$ cat src/design/grd_pkg.sv
// shared types, constants and codes of the grid ray caster
package grd_pkg;

  // map and screen geometry
  localparam int MAP_SIDE     = 64;
  localparam int SCREEN_WIDTH = 640;
  localparam int MAP_W        = $clog2(MAP_SIDE);
  localparam int MAP_DEPTH    = MAP_SIDE * MAP_SIDE;
  localparam int ADDR_W       = 2 * MAP_W;

  // field widths
  localparam int CELL_W    = 6;
  localparam int COL_W     = 10;
  localparam int POS_W     = 22;
  localparam int DIR_W     = 18;
  localparam int DIST_W    = 24;
  localparam int CFG_W     = 22;
  localparam int CFG_IDX_W = 3;

  // internal widths
  localparam int MC_W     = MAP_W + 2;
  localparam int CAM_W    = 19;
  localparam int PROD_W   = DIR_W + CAM_W;
  localparam int SUM_W    = PROD_W - 16 + 1;
  localparam int DIV_N    = 40;
  localparam int DIV_D    = DIR_W;
  localparam int DD_W     = 33;
  localparam int SD_W     = 42;
  localparam int DIS_W    = POS_W + 4;
  localparam int STEP_LIMIT = 2 * MAP_SIDE + 2;
  localparam int STEP_W   = $clog2(STEP_LIMIT + 1);

  // camera coordinate: floor(column * 2^17 / SCREEN_WIDTH) by reciprocal multiply
  localparam int     CAM_SHIFT   = 20;
  localparam longint CAM_RECIP   = ((longint'(1) << (17 + CAM_SHIFT)) + SCREEN_WIDTH - 1)
                                   / SCREEN_WIDTH;
  localparam int     CAM_RECIP_W = $clog2(CAM_RECIP + 1);

  // fixed point constants
  localparam int ONE_Q16  = 65536;
  localparam int DIST_MIN = 655;
  localparam int DIST_MAX = 16777215;
  localparam int DIR_MIN  = -131072;
  localparam int DIR_MAX  = 131071;

  // front queue
  localparam int QUEUE_DEPTH = 4;
  localparam int QPTR_W      = $clog2(QUEUE_DEPTH);

  typedef enum logic {
    OP_WRITE = 1'b0,
    OP_CAST  = 1'b1
  } op_e;

  typedef enum logic [CFG_IDX_W-1:0] {
    CFG_POS_X   = 3'd0,
    CFG_POS_Y   = 3'd1,
    CFG_LOOK_X  = 3'd2,
    CFG_LOOK_Y  = 3'd3,
    CFG_PLANE_X = 3'd4,
    CFG_PLANE_Y = 3'd5
  } cfg_idx_e;

  typedef enum logic [3:0] {
    B_CLEAR, B_IDLE, B_CAM, B_DIR, B_SAT, B_DDX, B_DDX_W,
    B_DDY, B_DDY_W, B_SIDE, B_STEP, B_CHECK, B_WD, B_WD_W, B_FIN
  } back_state_e;

  typedef struct packed {
    op_e               op;
    logic [CELL_W-1:0] cell_x;
    logic [CELL_W-1:0] cell_y;
    logic              wall;
    logic [COL_W-1:0]  column;
  } item_t;

  typedef struct packed {
    logic [POS_W-1:0]        pos_x;
    logic [POS_W-1:0]        pos_y;
    logic signed [DIR_W-1:0] look_x;
    logic signed [DIR_W-1:0] look_y;
    logic signed [DIR_W-1:0] plane_x;
    logic signed [DIR_W-1:0] plane_y;
  } cfg_t;

  typedef struct packed {
    logic [COL_W-1:0]  column;
    logic [DIST_W-1:0] wall_dist;
    logic              side;
    logic [CELL_W-1:0] hit_x;
    logic [CELL_W-1:0] hit_y;
    logic              left;
  } res_t;

endpackage

$ cat src/design/grd_front.sv
// front end: accepts words, classifies them and queues them for the back end
module grd_front (
  input  logic           clk_i,
  input  logic           rst_ni,
  input  logic           push_i,
  output logic           full_o,
  input  logic           cmd_i,
  input  logic [5:0]     cell_x_i,
  input  logic [5:0]     cell_y_i,
  input  logic           cell_is_wall_i,
  input  logic [9:0]     column_i,
  input  logic           clearing_i,
  output logic           item_valid_o,
  input  logic           item_ready_i,
  output grd_pkg::item_t item_o
);
  import grd_pkg::*;

  item_t             mem_q [QUEUE_DEPTH];
  logic [QPTR_W-1:0] wptr_q, rptr_q;
  logic [QPTR_W:0]   cnt_q;
  logic              wr, rd;
  item_t             item_in;

  // classify the incoming word
  always_comb begin
    item_in.op     = op_e'(cmd_i);
    item_in.cell_x = cell_x_i;
    item_in.cell_y = cell_y_i;
    item_in.wall   = cell_is_wall_i;
    item_in.column = column_i;
  end

  assign full_o       = (cnt_q == (QPTR_W + 1)'(QUEUE_DEPTH)) || clearing_i;
  assign wr           = push_i && !full_o;
  assign item_valid_o = cnt_q != '0;
  assign rd           = item_valid_o && item_ready_i;
  assign item_o       = mem_q[rptr_q];

  // queue pointers and fill level
  always_ff @(posedge clk_i or negedge rst_ni) begin
    if (!rst_ni) begin
      wptr_q <= '0;
      rptr_q <= '0;
      cnt_q  <= '0;
    end else begin
      if (wr) wptr_q <= wptr_q + QPTR_W'(1);
      if (rd) rptr_q <= rptr_q + QPTR_W'(1);
      cnt_q <= cnt_q + (QPTR_W + 1)'(wr) - (QPTR_W + 1)'(rd);
    end
  end

  // queue storage
  always_ff @(posedge clk_i) begin
    if (wr) mem_q[wptr_q] <= item_in;
  end

endmodule

$ cat config.mk
export PLATFORM = sky130hd
export DESIGN_NAME = grd_front
export DESIGN_NICKNAME = d
export VERILOG_FILES = /design/src/design/grd_pkg.sv /design/src/design/grd_front.sv
export SDC_FILE = /design/constraint.sdc
export NUM_CORES = 1
export LEC_CHECK = 0
export ABC_AREA = 1
export BUFFER_PORTS_ARGS = -buffer_cell sky130_fd_sc_hd__buf_2
export CORE_MARGIN = 5
export CORE_UTILIZATION = 57
export DETAILED_ROUTE_END_ITERATION = 16
export GPL_TIMING_DRIVEN = 0
export PLACE_DENSITY = 0.79
export SETUP_SLACK_MARGIN = 0.05
export SYNTH_ARGS = -nofsm -noshare
export SYNTH_HDL_FRONTEND = slang
export SYNTH_SLANG_ARGS = --single-unit
$ cat constraint.sdc
create_clock -name clk_i -period 2.56 [get_ports clk_i]
set_clock_uncertainty 0.15 [all_clocks]
set_input_delay 0.512 -clock clk_i [delete_from_list [all_inputs] [get_ports clk_i]]
set_output_delay 0.512 -clock clk_i [all_outputs]
set_load 0.005 [all_outputs]
==> flow_metrics.env <==
export IMPL_clk_latency_ps=360
export IMPL_slowest_stage="dfrtp_2"
export IMPL_viasPerCell=5.22
export IMPL_path_delay_family="adder cells"
export IMPL_cts_sinks=103
export IMPL_total_power_w=0.00497
export IMPL_start_kind="flop"
export IMPL_io_buffer_count=54
export IMPL_row_count=30
export IMPL_synthDistinctLibCells=17
export IMPL_dp_slack_ps=92.8
export IMPL_antenna_found_initial=0
export IMPL_rsz0062_at_grt="no"
export IMPL_whs_ps=210
export IMPL_drive_above_1_share_pct=25.4
export IMPL_slew_headroom_pct=43.1
export IMPL_avgSynthCellArea_um2=13.0
export IMPL_final_antenna_net_count=0
export IMPL_ys_ff_latch=103
export IMPL_synth_nets=350
export IMPL_yosys_top_cells_area="edfxtp_1, o21ai_1, nor2_1"
export IMPL_hold_viol=0
export IMPL_synth_top_cell_area_share_pct=70.7
export IMPL_die_w_um=94.6
export IMPL_cts_tree="yes"
export IMPL_final_cell_count_no_fill=486
export IMPL_diodes=0
export IMPL_dp_hpwl_mm=5.31
export IMPL_fin_nets=421
export IMPL_min_period_ps=2320
export IMPL_end_kind="flop"
export IMPL_netlist_area_um2=4080
export IMPL_drt_iter0_drc=198
export IMPL_synth_common_cells="edfxtp_1, nor2_1, o21ai_1, nand2_1, inv_1"
export IMPL_fin_ws_ps=244
export IMPL_critPathBufInv=2
export IMPL_critPathKind="reg -> reg"
export IMPL_drcViolationCount=0
export IMPL_routed_wl_mm=8.03
export IMPL_synthArstFlopShare_pct=6.80
export IMPL_nFillCells=477
export IMPL_yosys_warnings=0
export IMPL_hold_path_depth=1
export IMPL_setup_viol=0
export IMPL_path_depth=11
export IMPL_drv_slew=0
export IMPL_ys_seq_area_share_pct=75.0
export IMPL_vdd_drop_max_v=0.000608
export IMPL_h_tree_depth=3
export IMPL_power_density_nw_per_um2=1040
export IMPL_cts_root_buf="clkbuf_8"
export IMPL_ys_flop_type="edfxtp_1"
export IMPL_crit_top_cell="nor2_1"
export IMPL_gp_congestion=0.782
export IMPL_hold_path_class="in -> reg"
export IMPL_crit_fanout=7
export IMPL_core_um2=6870
export IMPL_grt_pass1_vias=2589
export IMPL_wl_per_cell_um=16.5
export IMPL_die_area_um2=8940
export IMPL_clkTransAtPathRegs_ps=100
export IMPL_post_synth_top_count_cell="edfxtp_1"
export IMPL_status="completed"
export IMPL_required_ps=2670
export IMPL_dp_cells=468
export IMPL_die_y_um=94.6
export IMPL_vias=2538
export IMPL_finalCritPeriodShare_pct=90.5
export IMPL_drtPass1Iterations=4
export IMPL_r2r_cells=11
export IMPL_max_freq_ghz=0.432
export IMPL_syn_inst=314
export IMPL_overflow=0
export IMPL_yosysTopAreaCell="edfxtp_1"
export IMPL_cp_cell_sequence="nor2_1 -> nand2_1 -> nand3_4 -> ha_1 -> inv_1 -> ha_1 -> inv_1 -> fa_1 -> xor2_1 -> nor2_1 -> nor2_1"
export IMPL_clock_path_buffers=2
export IMPL_initial_utilization_pct=59.3
export IMPL_synth_edf_count=96
export IMPL_pin_count=55
export IMPL_area_growth_pct=17.0
export IMPL_cts_buffers=9
export IMPL_worst_pin_slew_ps=852
export IMPL_track_usage_pct=19.6
export IMPL_grt_max_degree=18
export IMPL_grt_pass1_wl_mm=12.9
export IMPL_leakage_nw=1.78
export IMPL_cp_data_arrival_time_ps=2430
export IMPL_maxCapViolCount=0
export IMPL_slowest_delay_ps=430
-- state kept, by name, summed over array words and instances (netlist names) --
name and flops:
mem_q 96, rptr_q 2, cnt_q 3, wptr_q 2
-- power breakdown --
group          leakage [nW]  internal [W]  switching (W)
logic                 0.734      0.000717        0.00112
clock network        0.0916      0.000452       0.000541
registers             0.954       0.00206      0.0000746
-- metrics by stage --
stage               utilization [%]  TNS, ps  cell area [um^2]
global route                   69.4        0              4770
detailed placement             66.2        0              4550
finish                         69.4        0              4770
global placement               65.0   -61790              4470
floorplan                         -        0              4080
CTS                            69.2        0              4750
-- placed cells by master (no fill, tap or decap), drive strengths merged --
master and n:
edfxtp 96, nor2 80, buf 75, o21ai 72, nand2 15, inv 15
clkbuf 9, dfrtp 7, ha 6, clkinvlp 3, nand3 3, nand4 2
clkinv 2, xnor2 1, xor2 1, fa 1, bufinv 1, dlygate4sd3 1
-- layer usage --
layer | wire [um] | share of wire, % | GRT usage [%] | vias to the layer above
li1 | - | - | - | 1245
met4 | 127 | 1.6 | 6.97 | 0
met1 | 3340 | 42 | 23.8 | 1205
met2 | 4110 | 51 | 34.1 | 76
met5 | 0 | 0 | 0 | -
met3 | 450 | 5.6 | 4.94 | 12
-- cell families (layout without fill, tap and decap cells) --
group,Yosys count,count (layout),synth area share (%)
flip-flops,103,103,75.0
XOR/XNOR,2,2,0.430
adder cells (fa/ha/maj),7,7,2.33
AND/OR/NAND/NOR,100,100,9.55
AO/OA/AOI/OAI,72,72,8.84
buffers and inverters,30,106,3.81
-- final timing paths --
check / from / to / slack [ps]
setup / recovery: cnt_q[1] / cnt_q[2] / 240
hold / removal: column_i[7] / mem_q[3][7] / 210
setup reg to reg: cnt_q[1] / cnt_q[2] / 240
hold reg to reg: cnt_q[0] / cnt_q[0] / 370
max in group asynchronous: rst_ni / cnt_q[1] / 1720
min in group asynchronous: rst_ni / rptr_q[1] / 360
-- layout make-up --
cell class | count | area [um^2] | area share, %
Clock inverter | 7 | 71.3 | 1.50
Sequential cell | 103 | 3060 | 64.1
Clock buffer | 9 | 124 | 2.60
Inverter | 14 | 52.6 | 1.10
Timing Repair Buffer | 60 | 360 | 7.56
Multi-Input combinational cell | 181 | 880 | 18.4
Buffer | 16 | 103 | 2.15
Tap cell | 96 | 120 | 2.52
-- what timing repair did --
action,CTS,global route
setup buffers,0,1
endpoints found under the hold margin,7,0
hold buffers,1,0
endpoints found under the setup margin,0,1
resized for setup,0,2
Power figures use the tool's default switching activity.
